--- config.mk ---
export PLATFORM = sky130hd
export DESIGN_NAME = chiller_hysteresis_lockout_control_top
export DESIGN_NICKNAME = d
export VERILOG_FILES = /design/src/design/chl_pkg.sv /design/src/design/chl_regs.sv /design/src/design/chiller_hysteresis_lockout_control_top.sv
export SDC_FILE = /design/constraint.sdc
export NUM_CORES = 1
export LEC_CHECK = 0
export BUFFER_PORTS_ARGS = -buffer_cell sky130_fd_sc_hd__buf_2
export CAP_MARGIN = 20
export CORE_ASPECT_RATIO = 1.4
export CORE_MARGIN = 3
export CORE_UTILIZATION = 54
export CTS_CLUSTER_DIAMETER = 100
export DETAILED_ROUTE_END_ITERATION = 8
export HOLD_SLACK_MARGIN = 0.08
export PLACE_DENSITY = 0.78
export SLEW_MARGIN = 20
export SYNTH_ARGS = -nofsm -noshare
export SYNTH_HDL_FRONTEND = slang
export SYNTH_SLANG_ARGS = --single-unit
--- constraint.sdc ---
create_clock -name clk -period 4.1 [get_ports clk]
set_input_delay 0.41 -clock clk [delete_from_list [all_inputs] [get_ports clk]]
set_output_delay 0.41 -clock clk [all_outputs]
set_load 0.01 [all_outputs]
--- src/design/chl_pkg.sv ---
// Shared types and constants for the chiller hysteresis and lockout controller.
`timescale 1ns / 1ps
package chl_pkg;

  localparam int unsigned ADDR_W = 5;
  localparam int unsigned DATA_W = 32;
  localparam int unsigned TIMER_W = 32;
  localparam int unsigned TEMP_W = 12;
  localparam int unsigned BAND_W = 11;
  localparam int unsigned DELTA_W = 16;
  localparam int unsigned FAN_W = 8;
  // thresholds need room for setpoint plus or minus the full band
  localparam int unsigned THR_W = 14;

  // register index, taken from paddr[4:2]
  localparam logic [2:0] REG_CTRL_EN   = 3'd0;
  localparam logic [2:0] REG_TARGET    = 3'd1;
  localparam logic [2:0] REG_BAND      = 3'd2;
  localparam logic [2:0] REG_VALVE_LCK = 3'd3;
  localparam logic [2:0] REG_COMP_LCK  = 3'd4;

  localparam logic [FAN_W-1:0] FAN_FULL = 8'd255;
  localparam logic [FAN_W-1:0] FAN_OFF  = 8'd0;

  localparam logic signed [TEMP_W-1:0] TARGET_RST = 12'sd320;  // 20.0 degC
  localparam logic [BAND_W-1:0]        BAND_RST   = 11'd16;
  localparam logic [TIMER_W-1:0]       VALVE_LCK_RST = 32'd60000;
  localparam logic [TIMER_W-1:0]       COMP_LCK_RST  = 32'd180000;

  typedef struct packed {
    logic                       ctrl_en;
    logic signed [TEMP_W-1:0]   target;
    logic [BAND_W-1:0]          band;
    logic [TIMER_W-1:0]         valve_lck;
    logic [TIMER_W-1:0]         comp_lck;
  } chl_cfg_t;

endpackage

--- src/design/chl_regs.sv ---
// APB-style configuration register file for the chiller controller.
`timescale 1ns / 1ps
module chl_regs (
  input  logic                         clk,
  input  logic                         rst_n,
  input  logic                         psel,
  input  logic                         penable,
  input  logic                         pwrite,
  input  logic [chl_pkg::ADDR_W-1:0]   paddr,
  input  logic [chl_pkg::DATA_W-1:0]   pwdata,
  output logic [chl_pkg::DATA_W-1:0]   prdata,
  output logic                         pready,
  output chl_pkg::chl_cfg_t            cfg
);
  import chl_pkg::*;

  chl_cfg_t   cfg_r;
  chl_cfg_t   cfg_nxt;
  logic       wr_en;
  logic [2:0] idx;

  assign pready = 1'b1;
  assign wr_en  = psel && penable && pwrite;
  assign idx    = paddr[ADDR_W-1:2];
  assign cfg    = cfg_r;

  always_comb begin
    cfg_nxt = cfg_r;
    if (wr_en) begin
      unique case (idx)
        REG_CTRL_EN:   cfg_nxt.ctrl_en   = pwdata[0];
        REG_TARGET:    cfg_nxt.target    = pwdata[TEMP_W-1:0];
        REG_BAND:      cfg_nxt.band      = pwdata[BAND_W-1:0];
        REG_VALVE_LCK: cfg_nxt.valve_lck = pwdata[TIMER_W-1:0];
        REG_COMP_LCK:  cfg_nxt.comp_lck  = pwdata[TIMER_W-1:0];
        default: ;
      endcase
    end
  end

  always_comb begin
    unique case (idx)
      REG_CTRL_EN:   prdata = {{(DATA_W-1){1'b0}}, cfg_r.ctrl_en};
      REG_TARGET:    prdata = {{(DATA_W-TEMP_W){1'b0}}, cfg_r.target};
      REG_BAND:      prdata = {{(DATA_W-BAND_W){1'b0}}, cfg_r.band};
      REG_VALVE_LCK: prdata = cfg_r.valve_lck;
      REG_COMP_LCK:  prdata = cfg_r.comp_lck;
      default:       prdata = '0;
    endcase
  end

  always_ff @(posedge clk) begin
    if (!rst_n) begin
      cfg_r.ctrl_en   <= 1'b1;
      cfg_r.target    <= TARGET_RST;
      cfg_r.band      <= BAND_RST;
      cfg_r.valve_lck <= VALVE_LCK_RST;
      cfg_r.comp_lck  <= COMP_LCK_RST;
    end else begin
      cfg_r <= cfg_nxt;
    end
  end

endmodule

--- src/design/chiller_hysteresis_lockout_control_top.sv ---
// Top level of the chiller thermostat with hysteresis and compressor/valve lockout.
`timescale 1ns / 1ps
// Each request is one control tick. It is captured in an input register, and in the
// cycle it moves on to the result register the timers are advanced (saturating at
// 2^32-1), the hot/cold band tests and lockout compares are made and the relay state
// is updated. The result register is loaded as the tick leaves the input register,
// and one tick is accepted every cycle as long as results are taken; the timer and
// relay state registers are updated as each tick moves on. Configuration must be
// written through the APB-style port only while the block is idle; the block itself
// does not enforce this. The registers sit at byte addresses 0, 4, 8, 12 and 16 in
// the order enable, setpoint, half band, valve lockout, compressor lockout.
module chiller_hysteresis_lockout_control_top (
  input  logic                                clk,
  input  logic                                rst_n,
  input  logic                                in_valid,
  output logic                                in_ready,
  input  logic [chl_pkg::DELTA_W-1:0]         in_delta_ms,
  input  logic signed [chl_pkg::TEMP_W-1:0]   in_water_temp,
  input  logic                                in_pump_running,
  input  logic                                in_flow_present,
  output logic                                out_valid,
  input  logic                                out_ready,
  output logic                                out_compressor_on,
  output logic                                out_valve_open,
  output logic [chl_pkg::FAN_W-1:0]           out_fan_drive,
  output logic [chl_pkg::TIMER_W-1:0]         out_compressor_elapsed,
  output logic [chl_pkg::TIMER_W-1:0]         out_valve_elapsed,
  output logic                                out_no_flow_fault,
  output logic                                out_alarm_latched,
  input  logic                                psel,
  input  logic                                penable,
  input  logic                                pwrite,
  input  logic [chl_pkg::ADDR_W-1:0]          paddr,
  input  logic [chl_pkg::DATA_W-1:0]          pwdata,
  output logic [chl_pkg::DATA_W-1:0]          prdata,
  output logic                                pready
);
  import chl_pkg::*;

  chl_cfg_t cfg;

  chl_regs u_regs (
    .clk     (clk),
    .rst_n   (rst_n),
    .psel    (psel),
    .penable (penable),
    .pwrite  (pwrite),
    .paddr   (paddr),
    .pwdata  (pwdata),
    .prdata  (prdata),
    .pready  (pready),
    .cfg     (cfg)
  );

  // input register
  logic                      in_v_r;
  logic [DELTA_W-1:0]        delta_r;
  logic signed [TEMP_W-1:0]  water_r;
  logic                      pump_r;
  logic                      flow_r;

  // controller state
  logic [TIMER_W-1:0] comp_tmr_r, comp_tmr_nxt;
  logic [TIMER_W-1:0] valve_tmr_r, valve_tmr_nxt;
  logic               comp_on_r, comp_on_nxt;
  logic               valve_on_r, valve_on_nxt;
  logic [FAN_W-1:0]   fan_r, fan_nxt;
  logic               alarm_r, alarm_nxt;
  logic               fault_nxt;

  // result register
  logic               out_v_r;
  logic               res_comp_r;
  logic               res_valve_r;
  logic [FAN_W-1:0]   res_fan_r;
  logic [TIMER_W-1:0] res_comp_tmr_r;
  logic [TIMER_W-1:0] res_valve_tmr_r;
  logic               res_fault_r;
  logic               res_alarm_r;

  logic               out_free;
  logic               advance;

  logic [TIMER_W:0]          comp_sum;
  logic [TIMER_W:0]          valve_sum;
  logic [TIMER_W-1:0]        comp_seen;
  logic [TIMER_W-1:0]        valve_seen;
  logic signed [THR_W-1:0]   water_x;
  logic signed [THR_W-1:0]   tgt_x;
  logic signed [THR_W-1:0]   band_x;
  logic signed [THR_W-1:0]   hi_thr;
  logic signed [THR_W-1:0]   lo_thr;
  logic                      hot;
  logic                      cold;

  assign out_free = !out_v_r || out_ready;
  assign advance  = in_v_r && out_free;
  assign in_ready = !in_v_r || out_free;

  assign comp_sum   = {1'b0, comp_tmr_r} + {{(TIMER_W+1-DELTA_W){1'b0}}, delta_r};
  assign valve_sum  = {1'b0, valve_tmr_r} + {{(TIMER_W+1-DELTA_W){1'b0}}, delta_r};
  assign comp_seen  = comp_sum[TIMER_W] ? '1 : comp_sum[TIMER_W-1:0];
  assign valve_seen = valve_sum[TIMER_W] ? '1 : valve_sum[TIMER_W-1:0];

  assign water_x = {{(THR_W-TEMP_W){water_r[TEMP_W-1]}}, water_r};
  assign tgt_x   = {{(THR_W-TEMP_W){cfg.target[TEMP_W-1]}}, cfg.target};
  assign band_x  = {{(THR_W-BAND_W){1'b0}}, cfg.band};
  assign hi_thr  = tgt_x + band_x;
  assign lo_thr  = tgt_x - band_x;
  assign hot     = water_x > hi_thr;
  assign cold    = water_x <= lo_thr;

  // hot and cold cannot both hold since the band is never negative
  always_comb begin
    comp_tmr_nxt  = comp_seen;
    valve_tmr_nxt = valve_seen;
    comp_on_nxt   = comp_on_r;
    valve_on_nxt  = valve_on_r;
    fan_nxt       = fan_r;
    alarm_nxt     = alarm_r;
    fault_nxt     = 1'b0;
    if (cfg.ctrl_en) begin
      if (hot) begin
        if (!valve_on_r) begin
          valve_on_nxt  = 1'b1;
          valve_tmr_nxt = '0;
        end
        // lockouts judged on the pre-change timers
        if (valve_seen >= cfg.valve_lck && comp_seen >= cfg.comp_lck) begin
          comp_on_nxt  = 1'b1;
          fan_nxt      = FAN_FULL;
          comp_tmr_nxt = '0;
        end
      end
      if (cold && comp_seen >= cfg.comp_lck) begin
        comp_on_nxt   = 1'b0;
        valve_on_nxt  = 1'b0;
        fan_nxt       = FAN_OFF;
        comp_tmr_nxt  = '0;
        valve_tmr_nxt = '0;
      end
      if (pump_r && !flow_r) begin
        fault_nxt = 1'b1;
        alarm_nxt = 1'b1;
      end
    end
  end

  always_ff @(posedge clk) begin
    if (!rst_n) begin
      in_v_r      <= 1'b0;
      out_v_r     <= 1'b0;
      comp_tmr_r  <= '0;
      valve_tmr_r <= '0;
      comp_on_r   <= 1'b0;
      valve_on_r  <= 1'b0;
      fan_r       <= FAN_OFF;
      alarm_r     <= 1'b0;
    end else begin
      if (in_ready) begin
        in_v_r <= in_valid;
      end
      if (advance) begin
        out_v_r     <= 1'b1;
        comp_tmr_r  <= comp_tmr_nxt;
        valve_tmr_r <= valve_tmr_nxt;
        comp_on_r   <= comp_on_nxt;
        valve_on_r  <= valve_on_nxt;
        fan_r       <= fan_nxt;
        alarm_r     <= alarm_nxt;
      end else if (out_ready) begin
        out_v_r <= 1'b0;
      end
    end
  end

  always_ff @(posedge clk) begin
    if (in_ready && in_valid) begin
      delta_r <= in_delta_ms;
      water_r <= in_water_temp;
      pump_r  <= in_pump_running;
      flow_r  <= in_flow_present;
    end
    if (advance) begin
      res_comp_r      <= comp_on_nxt;
      res_valve_r     <= valve_on_nxt;
      res_fan_r       <= fan_nxt;
      res_comp_tmr_r  <= comp_seen;
      res_valve_tmr_r <= valve_seen;
      res_fault_r     <= fault_nxt;
      res_alarm_r     <= alarm_nxt;
    end
  end

  assign out_valid              = out_v_r;
  assign out_compressor_on      = res_comp_r;
  assign out_valve_open         = res_valve_r;
  assign out_fan_drive          = res_fan_r;
  assign out_compressor_elapsed = res_comp_tmr_r;
  assign out_valve_elapsed      = res_valve_tmr_r;
  assign out_no_flow_fault      = res_fault_r;
  assign out_alarm_latched      = res_alarm_r;

endmodule

==> metrics.md, run 1 <==
| Metric | Value |
|---|---|
| Vias in the first global route | `between 15000 and 20000` |
| Final nets | `2449` |
| Failing checks | `setup timing` |
| Startpoint Class | `flip-flop` |
| Worst EP required | `~4.6 ns` |
| Sinks on Clock Net | `approximately 270` |
| Post-route DRC | `0` |
| Slew @ Worst Pin | `1.039 ns` |
| Most frequent cells in the layout | `buf_4, nand2_1, buf_2` |
| Synthesized area | `15510 sq um` |
| Hold slack | `0.1011 ns` |
| Status | `complete, but fails checks` |
| Io pins | `185` |
| Cts bufs inserted | `27` |
| Worst Path Arrival | `5.37 ns` |
| Row cnt | `72` |
| Synth top area share | `21.30%` |
| # placed instances | `2463` |
| Detail Placement HPWL | `between 30000 and 40000 microns` |
| Final worst path period need | `4.909 ns` |
| RSZ-0062 raised after global routing | `yes` |
| Post-DRT Antenna Nets | `0` |
| Area contributors post-synth | `dfxtp_1, edfxtp_1, ha_1, nand2_1, a21boi_0` |
| Number of max-cap violations | `0` |
| Routed vias | `15410` |
| Synth Instances | `approximately 1700` |
| Final period util | `119.7%` |
| Placement Setup Slack | `-0.7723 ns` |
| Count of cell types in the netlist | `80` |
| Commonest non-fill, non-tap cell in the layout | `buf_4` |
| Worst-case clock skew | `between 0.02 and 0.025 ns` |
| Clock transition at the registers of the reported paths | `0.07 ns` |
| Total iterations of the first detailed-routing run | `5` |
| Largest net degree at the start of global routing | `93` |
| First-pass GRT wire length | `79160 microns` |
| Area growth, synth to finish | `41.41%` |
| Die Area | `30820 sq um` |
| TritonCTS clock tree | `done` |
| Die Span X | `149.2 microns` |
| Fmax | `203.7 MHz` |
| Number of flops mapped to enable cells by yosys | `106` |
| Power density over the cells | `approximately 300 nW/um^2` |
| Yosys warning count | `0` |
| GPL Wtd Cong | `0.9845` |
| Initial antenna violation count | `0` |
| Syn_area_per_cell | `9.237 sq um` |
| Diode count | `0` |
| Lkg Pwr | `roughly 9.4 nW` |
| Top cell type by total area after synthesis | `dfxtp_1` |
| H-tree depth | `1` |
| Total grt overflow | `0` |
| IO Port Bufs | `181` |
| DR iter-0 viols | `1042` |
| Routed length per instance | `20.83 microns` |
| Finished Layout Cells | `2618` |
| Hold Violations, Final | `0` |
| Clk Latency, worst-skew pair | `0.57 ns` |
| GR Util All Layers | `32.83%` |
| Area of the multi-input gates | `9363 sq um` |
| Post-Synthesis Net Count | `1901` |
| Fill cells | `1783` |
| Core area | `27930 sq um` |
| Worst Hold Class | `primary input to flip-flop` |
| Max-slew violations | `0` |
| Crit end category | `flip-flop` |
| Critical Path Fanout Max | `7` |
| Setup TNS | `-58.24 ns` |
| Vias per cell | `5.885` |
| Starting Density | `approximately 56%` |
| CTS Buffer Depth | `3` |
| Setup WS post-layout | `-0.8087 ns` |
| Register bit count reported by yosys | `~270` |
| Fraction of registers with async set/reset | `0%` |
| Die Y | `206.5 microns` |
| Post-synth top flop | `dfxtp_1` |
| WL final | `54530 microns` |
| Layout cells sized above 1 | `35.54%` |
| Post-synthesis sequential area ratio | `41.82%` |
| Max-slew headroom | `30.70%` |
| CTS root buffer | `clkbuf_16` |
| Worst vdd ir | `0.3306 mV` |
| CP Class | `flip-flop to flip-flop` |
| FF/Latch Area | `6490 sq um` |
| Final setup fails | `84` |
-- sequential cells by signal, summed over array words and instances, names as in the netlist, 8 cells and up --
name,cells
comp_tmr_r,32
delta_r,16
fan_r,8
out_compressor_elapsed,32
out_fan_drive,8
out_valve_elapsed,32
u_regs.cfg,88
valve_tmr_r,32
water_r,12
-- critical path, cell delays in order (launching register included) --
cell      delay [ns]
edfxtp_1        0.47
ha_1            0.37
and2_1          0.20
o21ai_0         0.52
o2111a_2        0.36
buf_6           0.12
or2_4           0.18
or3b_4          0.40
o21a_1          0.16
ha_1            0.31
nand4_1         0.15
nor3_4          0.19
nand3_1         0.10
o211ai_1        0.22
o211ai_1        0.14
buf_4           0.16
a22oi_2         0.15
buf_6           0.15
nor2_4          0.07
buf_6           0.18
a22o_1          0.21
-- synth_stat cells (13+ instances only) --
cell,count
and2_1,13
xnor2_1,35
nand3_1,28
inv_1,110
nand4_1,15
nand2_1,269
a21oi_1,93
nor3_1,30
clkbuf_1,60
dfxtp_1,165
edfxtp_1,106
mux2_2,17
o21ai_0,71
xor2_1,15
o211ai_1,23
nor2b_1,15
a22o_1,38
ha_1,144
o31ai_1,16
nand2b_1,15
a21boi_0,71
o22ai_1,17
a31oi_1,13
a21o_1,26
nor2_1,75
and3_1,18
-- final cells by class --
type                       instances  area share, %
sequential                       271          29.59
clock inverter                     8         0.3594
multi-input combinational       1224          42.69
inverter                         111          1.911
timing repair buffer             592          19.58
tap                              370          2.111
clock buffer                      42          3.754
-- through the flow --
step | total power, mW | area (sq um) | utilization [%]
3_3_place_gp | 3.982 | 19100 | 68.41
2_1_floorplan | 3.521 | 15760 | -
5_1_grt | 6.892 | 21930 | 78.53
3_5_place_dp | 4.006 | 19120 | 68.45
6_report | 6.681 | 21930 | 78.53
4_1_cts | 6.606 | 20990 | 75.16
-- what timing repair did --
item,CTS,global route
resized for setup,85,117
hold buffers,32,0
pin swaps,62,94
cloned,5,2
endpoints found under the setup margin,84,84
buffers inserted,37,35
endpoints found under the hold margin,33,0
-- power by group --
group	internal, mW	leakage (nW)	switching, mW	total, mW
Clock	1.45	0.441	1.12	2.56
Sequential	2.90	2.34	0.0512	2.95
Combinational	0.546	6.64	0.619	1.16
Total	4.90	9.42	1.79	6.68
-- final timing paths --
check / cells past startpoint / slack (ns) / end / start
min reg2reg: 2 / 0.47 / u_regs.cfg[7] / u_regs.cfg[7]
max reg2reg: 20 / -0.81 / comp_tmr_r[23] / delta_r[9]
min: 3 / 0.10 / u_regs.cfg[48] / pwdata[16]
max: 20 / -0.81 / comp_tmr_r[23] / delta_r[9]
-- per-layer routing --
layer	part of all wire [%]	global-route usage, %	vias up	wire length (microns)
met1	35	35.05	7288	18970
met3	6.2	4.343	246	3401
li1	-	-	7131	-
met4	8.6	23.52	0	4676
met2	50	59.20	743	27480
met5	0	0	-	0
-- logic make-up (layout without fill, tap and decap cells) --
group	after synthesis	in the layout	share of synthesized area, %
AO/OA/AOI/OAI	465	466	20.84
XOR/XNOR	50	50	2.824
adder cells (fa/ha/maj)	148	148	12.13
buffers and inverters	185	753	4.679
flip-flops	271	271	41.82
multiplexers	22	22	1.557
other	1	1	0.02418
AND/OR/NAND/NOR	537	537	16.12
Note: power is estimated with default switching activity, not from simulation.
==> inputs of run 2 (changes only) <==
--- a/config.mk
+++ b/config.mk
@@ -8,7 +8,7 @@
 export BUFFER_PORTS_ARGS = -buffer_cell sky130_fd_sc_hd__buf_2
 export CAP_MARGIN = 20
 export CORE_ASPECT_RATIO = 1.4
-export CORE_MARGIN = 3
+export CORE_MARGIN = 4
 export CORE_UTILIZATION = 54
 export CTS_CLUSTER_DIAMETER = 100
 export DETAILED_ROUTE_END_ITERATION = 8
==> run 2 against run 1 <==
  * The run still ends with setup timing left
  * Critical path type unchanged
  * Clock skew shrank 0.0091 ns
  * Cell count decreased by 0.95%
  * Clock power about the same
  * Largest cell class unchanged
  * Sequential cell count unchanged
  * Fmax is 1.6% higher
  * Highest routed layer unchanged
==> metrics.md, run 2 (synthesis gave the netlist of run 1 again) <==
| Metric | Value |
|---|---|
| Clock transition at the registers of the reported paths | `0.07 ns (about the same)` |
| CP Class | `flip-flop to flip-flop` |
| First-pass GRT wire length | `79940 microns (+0.99%)` |
| GRT Max-Usage Layer | `met2` |
| Clock Power Share | `38.8% (+0.4 points)` |
| Diode count | `0 (unchanged)` |
| Worst Path Arrival | `5.27 ns (-0.10 ns)` |
| Hold slack | `0.1060 ns (+0.004896 ns)` |
| Commonest non-fill, non-tap cell in the layout | `buf_4` |
| Most frequent cells in the layout | `buf_4, nand2_1, buf_2` |
| Post-route DRC | `0 (unchanged)` |
| Failing checks | `setup timing` |
| Crit path top cell by count | `buf_4` |
| Seq pwr share | `44.5% (+0.3 points)` |
| Layout Utilization | `75.56% (-3.0 points)` |
| Status | `complete, but fails checks` |
| Dpl cell area | `19190 sq um (+0.37%)` |
| CTS root buffer | `clkbuf_16` |
| Largest net degree at the start of global routing | `96 (+3.2%)` |
| Row cnt | `73 (+1.4%)` |
| Final period util | `117.8% (-1.9 points)` |
| Vias in the first global route | `15100 (-0.98%)` |
| TritonCTS clock tree | `done` |
| Slowest-stage cell, CP | `edfxtp_1` |
| Vias per cell | `5.763 (-2.1%)` |
| Worst-case clock skew | `0.01201 ns (-0.009117 ns)` |
| Max stage delay on crit path | `0.44 ns (-0.08 ns)` |
| Total power | `6.636 mW (-0.66%)` |
| Sw Ratio | `26.02% (-0.70 points)` |
| Final nets | `2420 (-1.2%)` |
| CP cell instances | `buf_4 > ha_1 > o21ai_1 > o21ba_2 > or3_4 > a21o_4 > nand2_2 > nand2_1 > nor3_1 > nor2_1 > ha_1 > nand4_1 > buf_4 > nor3_2 > a2111oi_4 > buf_4 > buf_4 > a21oi_4 > nor2_4 > buf_12 > a22o_1` |
| Core area | `28410 sq um (+1.7%)` |
| Worst vdd ir | `0.3676 mV (+11%)` |
| H-tree depth | `1 (unchanged)` |
| Slew @ Worst Pin | `1.061 ns (+0.02149 ns)` |
| Internal power | `4.910 mW (+0.29%)` |
| IO Port Bufs | `181 (unchanged)` |
| Detail Placement HPWL | `40110 microns (+3.7%)` |
| Worst Hold Class | `primary input to flip-flop` |
| WL final | `53490 microns (-1.9%)` |
| Crit end category | `flip-flop` |
| Final worst path period need | `4.831 ns (-0.07798 ns)` |
| Max FFs per register | `88 (unchanged)` |
| DR iter-0 viols | `887 (-15%)` |
| Critical Path Fanout Max | `18 (+11)` |
| Placement Setup Slack | `-0.8457 ns (-0.07343 ns)` |
| Combinational power share | `16.7% (-0.7 points)` |
| Startpoint Class | `flip-flop` |
| Setup WS post-layout | `-0.7307 ns (+0.07798 ns)` |
| Io pins | `185 (unchanged)` |
| Final setup fails | `84 (unchanged)` |
| Clk Latency, worst-skew pair | `0.55 ns (-0.02 ns)` |
| CTS Buffer Depth | `3 (unchanged)` |
| GR Util All Layers | `32.43% (-0.41 points)` |
| Total iterations of the first detailed-routing run | `5 (unchanged)` |
| Met1 usage | `34.20% (-0.85 points)` |
| Fmax | `207.0 MHz (+1.6%)` |
| Fill cells | `2016 (+13%)` |
| Total grt overflow | `0 (unchanged)` |
| Lkg Pwr | `9.247 nW (-1.8%)` |
| Starting Density | `54.60% (-0.94 points)` |
| Die Area | `31530 sq um (+2.3%)` |
| Die Span X | `151.2 microns (+1.3%)` |
| RSZ-0062 raised after global routing | `yes` |
| GPL Wtd Cong | `0.9928 (+0.84%)` |
| Cts bufs inserted | `26 (-3.7%)` |
| Post-route cell area | `21460 sq um (-2.1%)` |
| Die Y | `208.5 microns (+0.97%)` |
| Routed length per instance | `20.63 microns (-0.97%)` |
| Routed vias | `14940 (-3.0%)` |
| Hold Violations, Final | `0 (unchanged)` |
| Max-slew violations | `0 (unchanged)` |
| Number of max-cap violations | `0 (unchanged)` |
| NetSw | `1.727 mW (-3.3%)` |
| Worst EP required | `4.54 ns (-0.02 ns)` |
| Area growth, synth to finish | `38.40%` |
| GR Layer Usage met3 | `4.641% (+0.30 points)` |
| Sinks on Clock Net | `271 (unchanged)` |
| Initial antenna violation count | `0 (unchanged)` |
| Max-slew headroom | `29.27% (-1.4 points)` |
| Power density over the cells | `309.2 nW/um^2 (+1.5%)` |
| Met2 Track Usage GR | `57.21% (-2.0 points)` |
| Layout cells sized above 1 | `34.04% (-1.5 points)` |
| Post-DRT Antenna Nets | `0 (unchanged)` |
[run 2: cell types whose count changed in the layout (fill, tap and decap cells not counted), moves of 4 or more]
cell and change:
buf_4 -17, buf_6 -11, clkinv_2 +6, clkbuf_8 -5, nor2_1 -4, o21ai_4 -4
[run 2: stage by stage]
stage	instances	TNS (ns)
final	2593	-53.78
after detailed placement	2473	-57.77
after CTS	2575	-45.30
after global placement	2473	-52.22
after floorplan	1679	-5.783
after global routing	2593	-68.92
[run 2: repair_timing]
item / 4_1_cts / 5_1_grt
hold buffers: 30 / 0
endpoints found under the hold margin: 30 / 0
cloned: 2 / 4
buffers inserted: 22 / 16
pin swaps: 39 / 62
endpoints found under the setup margin: 84 / 84
resized for setup: 57 / 95
[run 2: power by group through the flow]
stage                     registers, mW  clock network (mW)  logic (mW)
after detailed placement           3.01                   0        1.01
after global routing               2.96                2.71        1.20
after global placement             3.01                   0       0.982
after CTS                          2.95                2.59        1.06
after floorplan                    3.02                   0       0.499
final                              2.95                2.58        1.11
[run 2: path summary, 6_finish.rpt]
kind,startpoint,end,slack (ns),cells after the start
worst min register to register,u_regs.cfg[1],u_regs.cfg[1],0.47,2
worst max register to register,delta_r[4],valve_tmr_r[3],-0.73,21
worst max-delay path,delta_r[4],valve_tmr_r[3],-0.73,21
worst min-delay path,pwdata[13],u_regs.cfg[13],0.11,3
[run 2: routing by layer]
| metal | vias to the layer above | share of wire (%) |
|---|---|---|
| met2 | 553 | 51 |
| met3 | 215 | 5.6 |
| met4 | 0 | 8.9 |
| li1 | 7093 | - |
| met5 | - | 0 |
| met1 | 7083 | 35 |
[run 2: worst max-delay path, delay by kind of cell (launching register included)]
kind | cells | cell delay, ns
adder cells (fa/ha/maj) | 2 | 0.61
AO/OA/AOI/OAI | 6 | 1.24
AND/OR/NAND/NOR | 8 | 1.59
buffers and inverters | 5 | 0.82
flip-flops | 1 | 0.44
[run 2: final cells by class]
class / count / area, sq um / share of cell area, %
Inverter: 111 / 419.2 / 1.953
Tap cell: 375 / 469.2 / 2.186
Timing Repair Buffer: 564 / 4068 / 18.95
Clock inverter: 15 / 182.7 / 0.8511
Clock buffer: 33 / 718.2 / 3.346
Multi-Input combinational cell: 1224 / 9116 / 42.47
Sequential cell: 271 / 6491 / 30.24
